## config.mk

```make
export PLATFORM = sky130hd
export DESIGN_NAME = stop_and_go_keystream_cipher_top_flat
export DESIGN_NICKNAME = d
export VERILOG_FILES = /design/src/hw/rtl/sagk_pkg.sv /design/src/hw/rtl/sagk_req_if.sv /design/src/hw/rtl/sagk_rsp_if.sv /design/src/hw/rtl/sagk_key_sched.sv /design/src/hw/rtl/sagk_gen.sv /design/src/hw/rtl/stop_and_go_keystream_cipher_top.sv /design/src/flat_wrapper.sv
export SDC_FILE = /design/constraint.sdc
export NUM_CORES = 2
export LEC_CHECK = 0
export ABC_AREA = 1
export ABC_CLOCK_PERIOD_IN_PS = 6250
export BUFFER_PORTS_ARGS = -buffer_cell sky130_fd_sc_hd__buf_2
export CAP_MARGIN = 10
export CORE_MARGIN = 3
export CORE_UTILIZATION = 39
export DETAILED_ROUTE_END_ITERATION = 8
export PLACE_DENSITY = 0.52
export REMOVE_ABC_BUFFERS = 1
export SLEW_MARGIN = 20
export SYNTH_ARGS = -nofsm -noshare
export SYNTH_HDL_FRONTEND = slang
export SYNTH_SLANG_ARGS = --single-unit
```

## constraint.sdc

```tcl
create_clock -name clock -period 6.25 [get_ports clock]
set_input_delay 0.625 -clock clock [delete_from_list [all_inputs] [get_ports clock]]
set_output_delay 0.625 -clock clock [all_outputs]
set_load 0.005 [all_outputs]
```

## src/hw/rtl/sagk_pkg.sv

```systemverilog
`default_nettype none
// ---------------------------------------------------------------------------
// sagk_pkg
// Shared types, tap sets and register-clocking functions of the
// stop-and-go keystream cipher.
// ---------------------------------------------------------------------------
package sagk_pkg;

   localparam int unsigned REG_W  = 64;
   localparam int unsigned BYTE_W = 8;

   typedef logic [REG_W-1:0]  reg_word_type;
   typedef logic [BYTE_W-1:0] byte_type;

   typedef struct packed {
      logic [5:0] a;
      logic [5:0] b;
      logic [5:0] c;
      logic [5:0] d;
      logic [5:0] e;
   } tap_set_type;

   // Generator state: the three registers and the two carried bits
   typedef struct packed {
      reg_word_type ctrl;
      reg_word_type stepped;
      reg_word_type steady;
      logic         last_ctrl;
      logic         stepped_out;
   } gen_state_type;

   localparam tap_set_type CTRL_TAPS    = '{a: 6'd31, b: 6'd7,  c: 6'd9,  d: 6'd1,  e: 6'd0};
   localparam tap_set_type STEPPED_TAPS = '{a: 6'd31, b: 6'd27, c: 6'd9,  d: 6'd21, e: 6'd0};
   localparam tap_set_type STEADY_TAPS  = '{a: 6'd31, b: 6'd8,  c: 6'd19, d: 6'd10, e: 6'd3};

   localparam reg_word_type CTRL_ADD    = 64'h0000_0000_0111_1111;
   localparam reg_word_type STEPPED_ADD = 64'h0000_0000_0222_2222;
   localparam reg_word_type STEADY_ADD  = 64'h0000_0000_0333_3333;

   // One clock step: feedback lands on bit 31, ORed with the shifted word
   function automatic reg_word_type lfsr_clock(input reg_word_type v, input tap_set_type tp);
      logic         t;
      reg_word_type r;
      t     = v[tp.a] ^ v[tp.b] ^ v[tp.c] ^ v[tp.d] ^ v[tp.e] ^ v[0];
      r     = v >> 1;
      r[31] = r[31] | t;
      return r;
   endfunction

   function automatic reg_word_type seed_mix(input reg_word_type key, input reg_word_type add,
                                             input int unsigned lsh, input int unsigned rsh);
      reg_word_type s;
      s = key + add;
      return ((s << lsh) ^ (s >> rsh)) ^ key;
   endfunction

   // Seed all registers from the key and clock each once
   function automatic gen_state_type key_load(input reg_word_type key);
      gen_state_type g;
      g.ctrl        = lfsr_clock(seed_mix(key, CTRL_ADD, 13, 19), CTRL_TAPS);
      g.stepped     = lfsr_clock(seed_mix(key, STEPPED_ADD, 17, 15), STEPPED_TAPS);
      g.steady      = lfsr_clock(seed_mix(key, STEADY_ADD, 19, 13), STEADY_TAPS);
      g.last_ctrl   = g.ctrl[0];
      g.stepped_out = g.stepped[0];
      return g;
   endfunction

endpackage
`default_nettype wire

```

## src/hw/rtl/sagk_req_if.sv

```systemverilog
`default_nettype none
// ---------------------------------------------------------------------------
// sagk_req_if
// Request channel: one data byte and its restart flag.
// ---------------------------------------------------------------------------
interface sagk_req_if;
   logic              valid;
   logic              ready;
   sagk_pkg::byte_type data_byte;
   logic              first_byte;

   modport source (output valid, output data_byte, output first_byte, input ready);
   modport sink   (input valid, input data_byte, input first_byte, output ready);
endinterface
`default_nettype wire

```

## src/hw/rtl/sagk_rsp_if.sv

```systemverilog
`default_nettype none
// ---------------------------------------------------------------------------
// sagk_rsp_if
// Response channel: one ciphered byte.
// ---------------------------------------------------------------------------
interface sagk_rsp_if;
   logic              valid;
   logic              ready;
   sagk_pkg::byte_type out_byte;

   modport source (output valid, output out_byte, input ready);
   modport sink   (input valid, input out_byte, output ready);
endinterface
`default_nettype wire

```

## src/hw/rtl/sagk_key_sched.sv

```systemverilog
`default_nettype none
// ---------------------------------------------------------------------------
// sagk_key_sched
// Key register: holds the generator start state derived from the key.
// ---------------------------------------------------------------------------
module sagk_key_sched (
   input  wire logic                    clock,
   input  wire logic                    reset,
   input  wire logic                    csr_wr_en,
   input  wire sagk_pkg::reg_word_type  csr_wr_data,
   output sagk_pkg::gen_state_type      sched
);

   sagk_pkg::gen_state_type sched_ff;
   sagk_pkg::gen_state_type sched_in;

   // Precompute the seeded and once-clocked state at write time
   assign sched_in = sagk_pkg::key_load(csr_wr_data);

   always_ff @(posedge clock) begin
      if (reset) begin
         sched_ff <= sagk_pkg::key_load('0);
      end else if (csr_wr_en) begin
         sched_ff <= sched_in;
      end
   end

   assign sched = sched_ff;

endmodule
`default_nettype wire

```

## src/hw/rtl/sagk_gen.sv

```systemverilog
`default_nettype none
// ---------------------------------------------------------------------------
// sagk_gen
// Keystream generator: state registers and eight unrolled clock steps.
// ---------------------------------------------------------------------------
module sagk_gen (
   input  wire logic                    clock,
   input  wire logic                    reset,
   input  wire logic                    fire,
   input  wire logic                    first_byte,
   input  wire sagk_pkg::gen_state_type sched,
   output sagk_pkg::byte_type           ks_byte,
   output logic                         all_zero
);

   sagk_pkg::gen_state_type state_ff;
   sagk_pkg::gen_state_type state_in;
   sagk_pkg::gen_state_type start;
   sagk_pkg::reg_word_type  ctrl_w;
   sagk_pkg::reg_word_type  stepped_w;
   sagk_pkg::reg_word_type  steady_w;
   logic                    lcb;
   logic                    sob;
   sagk_pkg::byte_type      ks;

   assign start = first_byte ? sched : state_ff;

   always_comb begin
      ctrl_w    = start.ctrl;
      stepped_w = start.stepped;
      steady_w  = start.steady;
      lcb       = start.last_ctrl;
      sob       = start.stepped_out;
      ks        = '0;
      for (int i = 0; i < sagk_pkg::BYTE_W; i++) begin
         ctrl_w = sagk_pkg::lfsr_clock(ctrl_w, sagk_pkg::CTRL_TAPS);
         // advance the stepped register only behind a control one
         if (lcb) begin
            stepped_w = sagk_pkg::lfsr_clock(stepped_w, sagk_pkg::STEPPED_TAPS);
            sob       = stepped_w[0];
         end
         steady_w = sagk_pkg::lfsr_clock(steady_w, sagk_pkg::STEADY_TAPS);
         ks[3'(sagk_pkg::BYTE_W - 1 - i)] = sob ^ steady_w[0];
         lcb = ctrl_w[0];
      end
      state_in.ctrl        = ctrl_w;
      state_in.stepped     = stepped_w;
      state_in.steady      = steady_w;
      state_in.last_ctrl   = lcb;
      state_in.stepped_out = sob;
   end

   always_ff @(posedge clock) begin
      if (reset) begin
         state_ff <= '0;
      end else if (fire) begin
         state_ff <= state_in;
      end
   end

   assign ks_byte  = ks;
   assign all_zero = (state_ff == '0);

endmodule
`default_nettype wire

```

## src/hw/rtl/stop_and_go_keystream_cipher_top.sv

```systemverilog
`default_nettype none
// ---------------------------------------------------------------------------
// stop_and_go_keystream_cipher_top
// Byte stream cipher driven by a stop-and-go generator of three shift
// registers; encryption and decryption are the same operation.
// ---------------------------------------------------------------------------
// Usage: write the 64-bit key through csr_wr_en/csr_wr_data while no request
// is in flight, then send a request with first_byte set to restart the
// generator from that key; later bytes carry first_byte clear and continue the
// keystream. Each request returns exactly one response, out_byte, the data
// byte XORed with eight keystream bits, first bit in the MSB. The block takes
// one request per cycle while the response side is not stalled: the request
// is registered, then the eight generator steps for the byte run as one pass
// of logic into the response register, which also writes the new generator
// state back. That single pass per byte sets the rate. The seeded
// start state is worked out when the key is written, so a restart costs
// nothing extra. A new key acts only at the next request with first_byte set.
// Without any restart the generator sits in the all-zero state and passes
// bytes through unchanged.
// ---------------------------------------------------------------------------
module stop_and_go_keystream_cipher_top (
   input  wire logic                    clock,
   input  wire logic                    reset,
   sagk_req_if.sink                     req_chan,
   sagk_rsp_if.source                   rsp_chan,
   input  wire logic                    csr_wr_en,
   input  wire sagk_pkg::reg_word_type  csr_wr_data
);

   // request register
   logic               s1_valid_ff;
   logic               s1_valid_in;
   sagk_pkg::byte_type s1_data_ff;
   logic               s1_first_ff;

   // response register
   logic               rsp_valid_ff;
   logic               rsp_valid_in;
   sagk_pkg::byte_type rsp_byte_ff;

   logic                    req_take;
   logic                    out_free;
   logic                    gen_fire;
   sagk_pkg::gen_state_type sched;
   sagk_pkg::byte_type      ks_byte;
   logic                    gen_zero;

   // The response register is free when empty or being drained this cycle
   assign out_free = !rsp_valid_ff || rsp_chan.ready;
   assign gen_fire = s1_valid_ff && out_free;

   // Take a new request whenever the held one moves on
   assign req_chan.ready = !s1_valid_ff || out_free;
   assign req_take       = req_chan.valid && req_chan.ready;

   assign s1_valid_in  = req_take ? 1'b1 : (gen_fire ? 1'b0 : s1_valid_ff);
   assign rsp_valid_in = gen_fire ? 1'b1 : (rsp_chan.ready ? 1'b0 : rsp_valid_ff);

   always_ff @(posedge clock) begin
      if (reset) begin
         s1_valid_ff  <= 1'b0;
         rsp_valid_ff <= 1'b0;
      end else begin
         s1_valid_ff  <= s1_valid_in;
         rsp_valid_ff <= rsp_valid_in;
      end
   end

   // Payload: load on acceptance, hold otherwise
   always_ff @(posedge clock) begin
      if (req_take) begin
         s1_data_ff  <= req_chan.data_byte;
         s1_first_ff <= req_chan.first_byte;
      end
      if (gen_fire) begin
         rsp_byte_ff <= s1_data_ff ^ ks_byte;
      end
   end

   sagk_key_sched u_key_sched (
      .clock       (clock),
      .reset       (reset),
      .csr_wr_en   (csr_wr_en),
      .csr_wr_data (csr_wr_data),
      .sched       (sched)
   );

   sagk_gen u_gen (
      .clock      (clock),
      .reset      (reset),
      .fire       (gen_fire),
      .first_byte (s1_first_ff),
      .sched      (sched),
      .ks_byte    (ks_byte),
      .all_zero   (gen_zero)
   );

   assign rsp_chan.valid    = rsp_valid_ff;
   assign rsp_chan.out_byte = rsp_byte_ff;

   // A request that advances always shows up as a response next cycle
   a_fire_to_rsp: assert property (@(posedge clock) disable iff (reset)
      gen_fire |=> rsp_chan.valid)
      else $error("advanced request did not reach the response register");

   // A held request blocks the input while the response side is stalled
   a_hold_blocks: assert property (@(posedge clock) disable iff (reset)
      (s1_valid_ff && !out_free) |-> !req_chan.ready)
      else $error("request accepted over a stalled one");

   // From the all-zero state without a restart the byte passes unchanged
   a_zero_pass: assert property (@(posedge clock) disable iff (reset)
      (gen_fire && !s1_first_ff && gen_zero) |=> (rsp_chan.out_byte == $past(s1_data_ff)))
      else $error("all-zero generator altered a byte");

endmodule
`default_nettype wire
```

## src/flat_wrapper.sv

```systemverilog
// flat-port wrapper written by rule: the top's interface ports become plain ports
module stop_and_go_keystream_cipher_top_flat 
  (clock, reset, csr_wr_en, csr_wr_data, req_chan_valid, req_chan_data_byte, req_chan_first_byte, req_chan_ready, rsp_chan_valid, rsp_chan_out_byte, rsp_chan_ready);
  sagk_req_if req_chan_i ();
  sagk_rsp_if rsp_chan_i ();
  input  wire logic clock;
  input  wire logic reset;
  input  wire logic csr_wr_en;
  input  wire sagk_pkg::reg_word_type csr_wr_data;
  input wire logic [$bits(req_chan_i.valid)-1:0] req_chan_valid;
  input wire logic [$bits(req_chan_i.data_byte)-1:0] req_chan_data_byte;
  input wire logic [$bits(req_chan_i.first_byte)-1:0] req_chan_first_byte;
  output wire logic [$bits(req_chan_i.ready)-1:0] req_chan_ready;
  output wire logic [$bits(rsp_chan_i.valid)-1:0] rsp_chan_valid;
  output wire logic [$bits(rsp_chan_i.out_byte)-1:0] rsp_chan_out_byte;
  input wire logic [$bits(rsp_chan_i.ready)-1:0] rsp_chan_ready;
  assign req_chan_i.valid = req_chan_valid;
  assign req_chan_i.data_byte = req_chan_data_byte;
  assign req_chan_i.first_byte = req_chan_first_byte;
  assign req_chan_ready = req_chan_i.ready;
  assign rsp_chan_valid = rsp_chan_i.valid;
  assign rsp_chan_out_byte = rsp_chan_i.out_byte;
  assign rsp_chan_i.ready = rsp_chan_ready;
  stop_and_go_keystream_cipher_top u_core (.clock(clock), .reset(reset), .req_chan(req_chan_i), .rsp_chan(rsp_chan_i), .csr_wr_en(csr_wr_en), .csr_wr_data(csr_wr_data));
endmodule
```

==> results.txt <==
The flow ran to the end, and the final reports show no timing, DRC or antenna violations. The most used flip-flop cell after synthesis is sky130_fd_sc_hd__dfxtp_1. The tools report the final instance area as 30700 um2.

The initial antenna violation count came out at 3. Setup repair after global routing left no endpoint under its margin. The number of global-route vias before repair came out at 25239. For this block, the via count after detailed routing is 27569.

During synthesis, Yosys emitted a total of 0 warnings. For the total number of H-tree levels, the log shows 2. The count of buffers inserted at the top-level ports came out at 87.

No sink is reached through more buffers than the 3 on the longest clock path. After floorplanning, the core was sized to cover 71700 um2. Counting the buffers created by CTS gives 47.

Area of the die: 75900 um2. The tools report the startpoint type of the worst setup path as a register. For flop-to-flop paths, the worst setup slack is 1.45 ns. On the worst path, the slowest cell contributes a delay of 0.58 ns.

At the end of routability-driven placement, the weighted congestion stood at 1.12. The area of the mapped netlist is 28300 um2. Top routing layer in use: met4.

For this block, wires on met1 add up to 54400 um. X dimension of the die: 276 um. Slowest stage cell on the critical path: sky130_fd_sc_hd__buf_12.

The first-pass GRT wire length is 171000 um, and the data required time of the worst path is 6.74 ns. Dividing the detail-routed wire length by the instance count gives 22.7 um. In the final design database the tool counted 4268 nets.

The analysis attributes to cell leakage a power of 14.3 nW. The post-route DRC violation count was 0; the number of hold buffers added after CTS was 0. The overall overflow remaining after global route is 0, and the layout overhead on the synthesized area is 8.20%. The routed design uses 7360 um of met3 wire. Cells with a size suffix above 1 make up 6.75% of the layout. Dividing total power by cell area gives a power density of 275 nW/um2. The cell at the root of the clock tree is sky130_fd_sc_hd__clkbuf_16. For the clock sink count, the log shows 382. The clock latency of the later-clocked register in the worst-skew pair is 0.60 ns, and the slew at the pin closest to its max-slew limit is 1.23 ns.

The synthesized area divided by synthesized cell count works out to 6.57 um2. The tools report the largest net degree at the start of global routing as 164. The number of hold violations in the final report is 0, and the chip height is 276 um. Global routing used 30.3% of the available tracks. In the final layout, flip-flops and latches occupy 7820 um2.

The instance area at placement was 29100 um2; the number of flops mapped to enable cells by yosys was 17. TritonCTS built the clock tree. The run gives 88 as the top-level port count. Portion of the clock cycle consumed by the worst path in the final layout: 76.8%. Area used by multi-input combinational logic: 17500 um2. The number of gates resized after CTS was 0. Clock-pin slew was measured on the worst setup and hold paths at 0.06 ns. The final sum of negative setup slack is 0 ns, and the count of nets left with antenna violations after detail routing is 0. Max-slew violation count: 0. The tools report the number of iterations in the first detailed-routing pass as 8.

The maximum net fanout on the critical path was 144; the starting utilization of the core area was 39.5%. The floorplan has 98 rows. Of the synthesized area, sequential elements account for 27.6%. Critical setup path kind: reg2reg. The tools report the element type at the critical path end as a register. The signal on the critical path passes through buf_12 > buf_4 > mux2i_1 > xor2_1 > xor2_1 > xor2_1 > nand2_1 > xor2_1 > nand2_1 > xor2_1 > nand2_1 > xor2_1 > nand2_1 > xor2_1 > nand2_1 > or2_0 > nand4_1 > a21o_1 > o21ai_1 > inv_1. Synthesis produced 4313 cells. The run gives 51400 um as the routed length on met2.

The logs give 2483 for the number of DRC markers in iteration 0 and 0.0293 ns for the clock skew after layout. The min-delay analysis places its worst path in the category in2reg. The achievable clock frequency came out at 0.208 GHz. The average vias per placed instance works out to 5.33. Headroom to the max-slew limit came out at 17.3%. STA puts the critical path data arrival time at 5.29 ns. The number of filler instances in the final layout was 7881; the total of flip-flops plus latches after synthesis was 382.

Subtracting the final worst setup slack from the clock period gives 4.80 ns. After synthesis, the share of flip-flops with an asynchronous set or reset is 0%. Total power for the finished layout comes to 0.00844 W. Setup violations remaining at the end of the flow were counted as 0. The cell type with the highest occurrence count on the critical path is sky130_fd_sc_hd__xor2_1.

Wires add up to 118000 um. The detailed placement HPWL was 88300 um. Counting distinct cell types in the post-synthesis netlist gives 56. The worst-case IR drop observed on VDD is 0.186 mV. In this run the post-CTS setup repair buffer count came out at 0.

The reported max-cap violation count was 0.
## stage by stage
stage / cells / worst slack [ns] / hold slack (ns) / util [%]
floorplan: 4017 / -5.43 / 0.426 / -
global placement: 5087 / 1.53 / 0.444 / 40.6
detailed placement: 5087 / 1.56 / 0.452 / 40.6
CTS: 5173 / 1.51 / 0.192 / 42.7
global route: 5176 / 0.983 / 0.201 / 42.8
finish: 5177 / 1.45 / 0.222 / 42.8
## kinds of logic after synthesis
logic type	count (synthesis)	synth area share, %
buffers and inverters	778	10.8
xor gates and xnor gates	465	14.4
DFF	382	27.6
adders and majority gates	4	0.177
AOI/OAI and AO/OA	924	18.6
and+or+nand+nor	1591	22.5
muxes	169	5.97
## Yosys cell counts, types with 4 or more instances
| cell | number | area, um2 |
|---|---|---|
| sky130_fd_sc_hd__nand2_1 | 1140 | 4280 |
| sky130_fd_sc_hd__inv_1 | 466 | 1750 |
| sky130_fd_sc_hd__o21ai_0 | 455 | 2280 |
| sky130_fd_sc_hd__dfxtp_1 | 365 | 7310 |
| sky130_fd_sc_hd__xor2_1 | 324 | 2840 |
| sky130_fd_sc_hd__nor2_1 | 233 | 875 |
| sky130_fd_sc_hd__clkbuf_1 | 181 | 679 |
| sky130_fd_sc_hd__a21oi_1 | 170 | 851 |
| sky130_fd_sc_hd__mux2i_1 | 169 | 1690 |
| sky130_fd_sc_hd__xnor2_1 | 139 | 1220 |
| sky130_fd_sc_hd__nand3_1 | 108 | 541 |
| sky130_fd_sc_hd__a31oi_1 | 75 | 469 |
| sky130_fd_sc_hd__o221ai_1 | 62 | 543 |
| sky130_fd_sc_hd__o211ai_1 | 59 | 443 |
| sky130_fd_sc_hd__buf_2 | 58 | 290 |
| sky130_fd_sc_hd__o21ai_1 | 55 | 275 |
| sky130_fd_sc_hd__buf_1 | 45 | 169 |
| sky130_fd_sc_hd__nor3_1 | 31 | 155 |
| sky130_fd_sc_hd__or2_2 | 23 | 144 |
| sky130_fd_sc_hd__edfxtp_1 | 17 | 510 |
| sky130_fd_sc_hd__inv_2 | 13 | 48.8 |
| sky130_fd_sc_hd__a211oi_1 | 11 | 82.6 |
| sky130_fd_sc_hd__nand4_1 | 11 | 68.8 |
| sky130_fd_sc_hd__nor2_2 | 11 | 68.8 |
| sky130_fd_sc_hd__nor4_1 | 10 | 62.6 |
| sky130_fd_sc_hd__buf_4 | 8 | 60.1 |
| sky130_fd_sc_hd__a21oi_2 | 7 | 61.3 |
| sky130_fd_sc_hd__o22ai_1 | 7 | 43.8 |
| sky130_fd_sc_hd__o21a_1 | 6 | 45.0 |
| sky130_fd_sc_hd__o21ai_2 | 5 | 43.8 |
| sky130_fd_sc_hd__or2_1 | 5 | 31.3 |
| sky130_fd_sc_hd__buf_6 | 4 | 45.0 |
| sky130_fd_sc_hd__ha_1 | 4 | 50.1 |
| sky130_fd_sc_hd__nand2_2 | 4 | 25.0 |
## flip-flops by register name, summed over array words and instances (netlist names)
| signal | cells |
|---|---|
| u_core.u_key_sched.sched | 189 |
| u_core.u_gen.state_ff | 174 |
| u_core.rsp_chan.out_byte | 8 |
| u_core.s1_data_ff | 8 |
| u_core.rsp_chan.valid | 1 |
| u_core.s1_first_ff | 1 |
| u_core.s1_valid_ff | 1 |
## worst paths after layout
path / startpoint / to / depth (start not counted)
worst max register to register: u_core.s1_first_ff$_DFFE_PP_ / u_core.u_gen.state_ff[161]$_SDFFE_PP0P_ / 20
worst min-delay path: req_chan_data_byte[4] / u_core.s1_data_ff[4]$_DFFE_PP_ / 1
worst max-delay path: u_core.s1_first_ff$_DFFE_PP_ / u_core.u_gen.state_ff[161]$_SDFFE_PP0P_ / 20
worst min register to register: u_core.u_gen.state_ff[3]$_SDFFE_PP0P_ / u_core.u_gen.state_ff[3]$_SDFFE_PP0P_ / 2
## power breakdown
part | leakage, nW | internal, W | switching, W
clock network | 0.737 | 0.00163 | 0.00116
logic | 10.4 | 0.000918 | 0.00193
registers | 3.18 | 0.00268 | 0.000130
total | 14.3 | 0.00522 | 0.00322
## layer usage
layer,vias to the layer above,global-route usage [%]
li1,13653,-
met1,12918,42.3
met2,817,47.5
met3,181,4.64
met4,0,10.3
met5,-,0
## worst max-delay path, delay by kind of cell, from the launching register on
| family | cells | cell delay (ns) |
|---|---|---|
| xor+xnor | 7 | 1.37 |
| buf+inv | 3 | 1.18 |
| simple gates | 7 | 0.84 |
| mux | 1 | 0.52 |
| flops | 1 | 0.44 |
| compound gates | 2 | 0.28 |
## placed cells by master (no fill, tap or decap), types with 6 or more instances in the layout
cell	n
sky130_fd_sc_hd__a211oi_1	11
sky130_fd_sc_hd__a21oi_1	170
sky130_fd_sc_hd__a21oi_2	7
sky130_fd_sc_hd__a31oi_1	75
sky130_fd_sc_hd__buf_2	85
sky130_fd_sc_hd__buf_4	31
sky130_fd_sc_hd__clkbuf_1	12
sky130_fd_sc_hd__clkbuf_16	49
sky130_fd_sc_hd__clkbuf_8	10
sky130_fd_sc_hd__clkinvlp_4	7
sky130_fd_sc_hd__dfxtp_1	365
sky130_fd_sc_hd__edfxtp_1	17
sky130_fd_sc_hd__inv_1	458
sky130_fd_sc_hd__inv_2	17
sky130_fd_sc_hd__mux2i_1	169
sky130_fd_sc_hd__nand2_1	1137
sky130_fd_sc_hd__nand2_2	6
sky130_fd_sc_hd__nand3_1	108
sky130_fd_sc_hd__nand4_1	11
sky130_fd_sc_hd__nor2_1	233
sky130_fd_sc_hd__nor2_2	11
sky130_fd_sc_hd__nor3_1	31
sky130_fd_sc_hd__nor4_1	9
sky130_fd_sc_hd__o211ai_1	59
sky130_fd_sc_hd__o21a_1	6
sky130_fd_sc_hd__o21ai_0	455
sky130_fd_sc_hd__o21ai_1	53
sky130_fd_sc_hd__o21ai_4	6
sky130_fd_sc_hd__o221ai_1	62
sky130_fd_sc_hd__o22ai_1	7
sky130_fd_sc_hd__or2_2	23
sky130_fd_sc_hd__xnor2_1	139
sky130_fd_sc_hd__xor2_1	324
## layout make-up
cell class                 count  share of cell area (%)
timing repair buffer         120                    2.39
inverter                     482                    5.95
antenna                        4                  0.0326
clock buffer                  70                    4.55
multi-input combinational   3153                    57.2
clock inverter                16                   0.506
sequential                   382                    25.5
tap                          950                    3.88
Power figures use the tool's default switching activity.
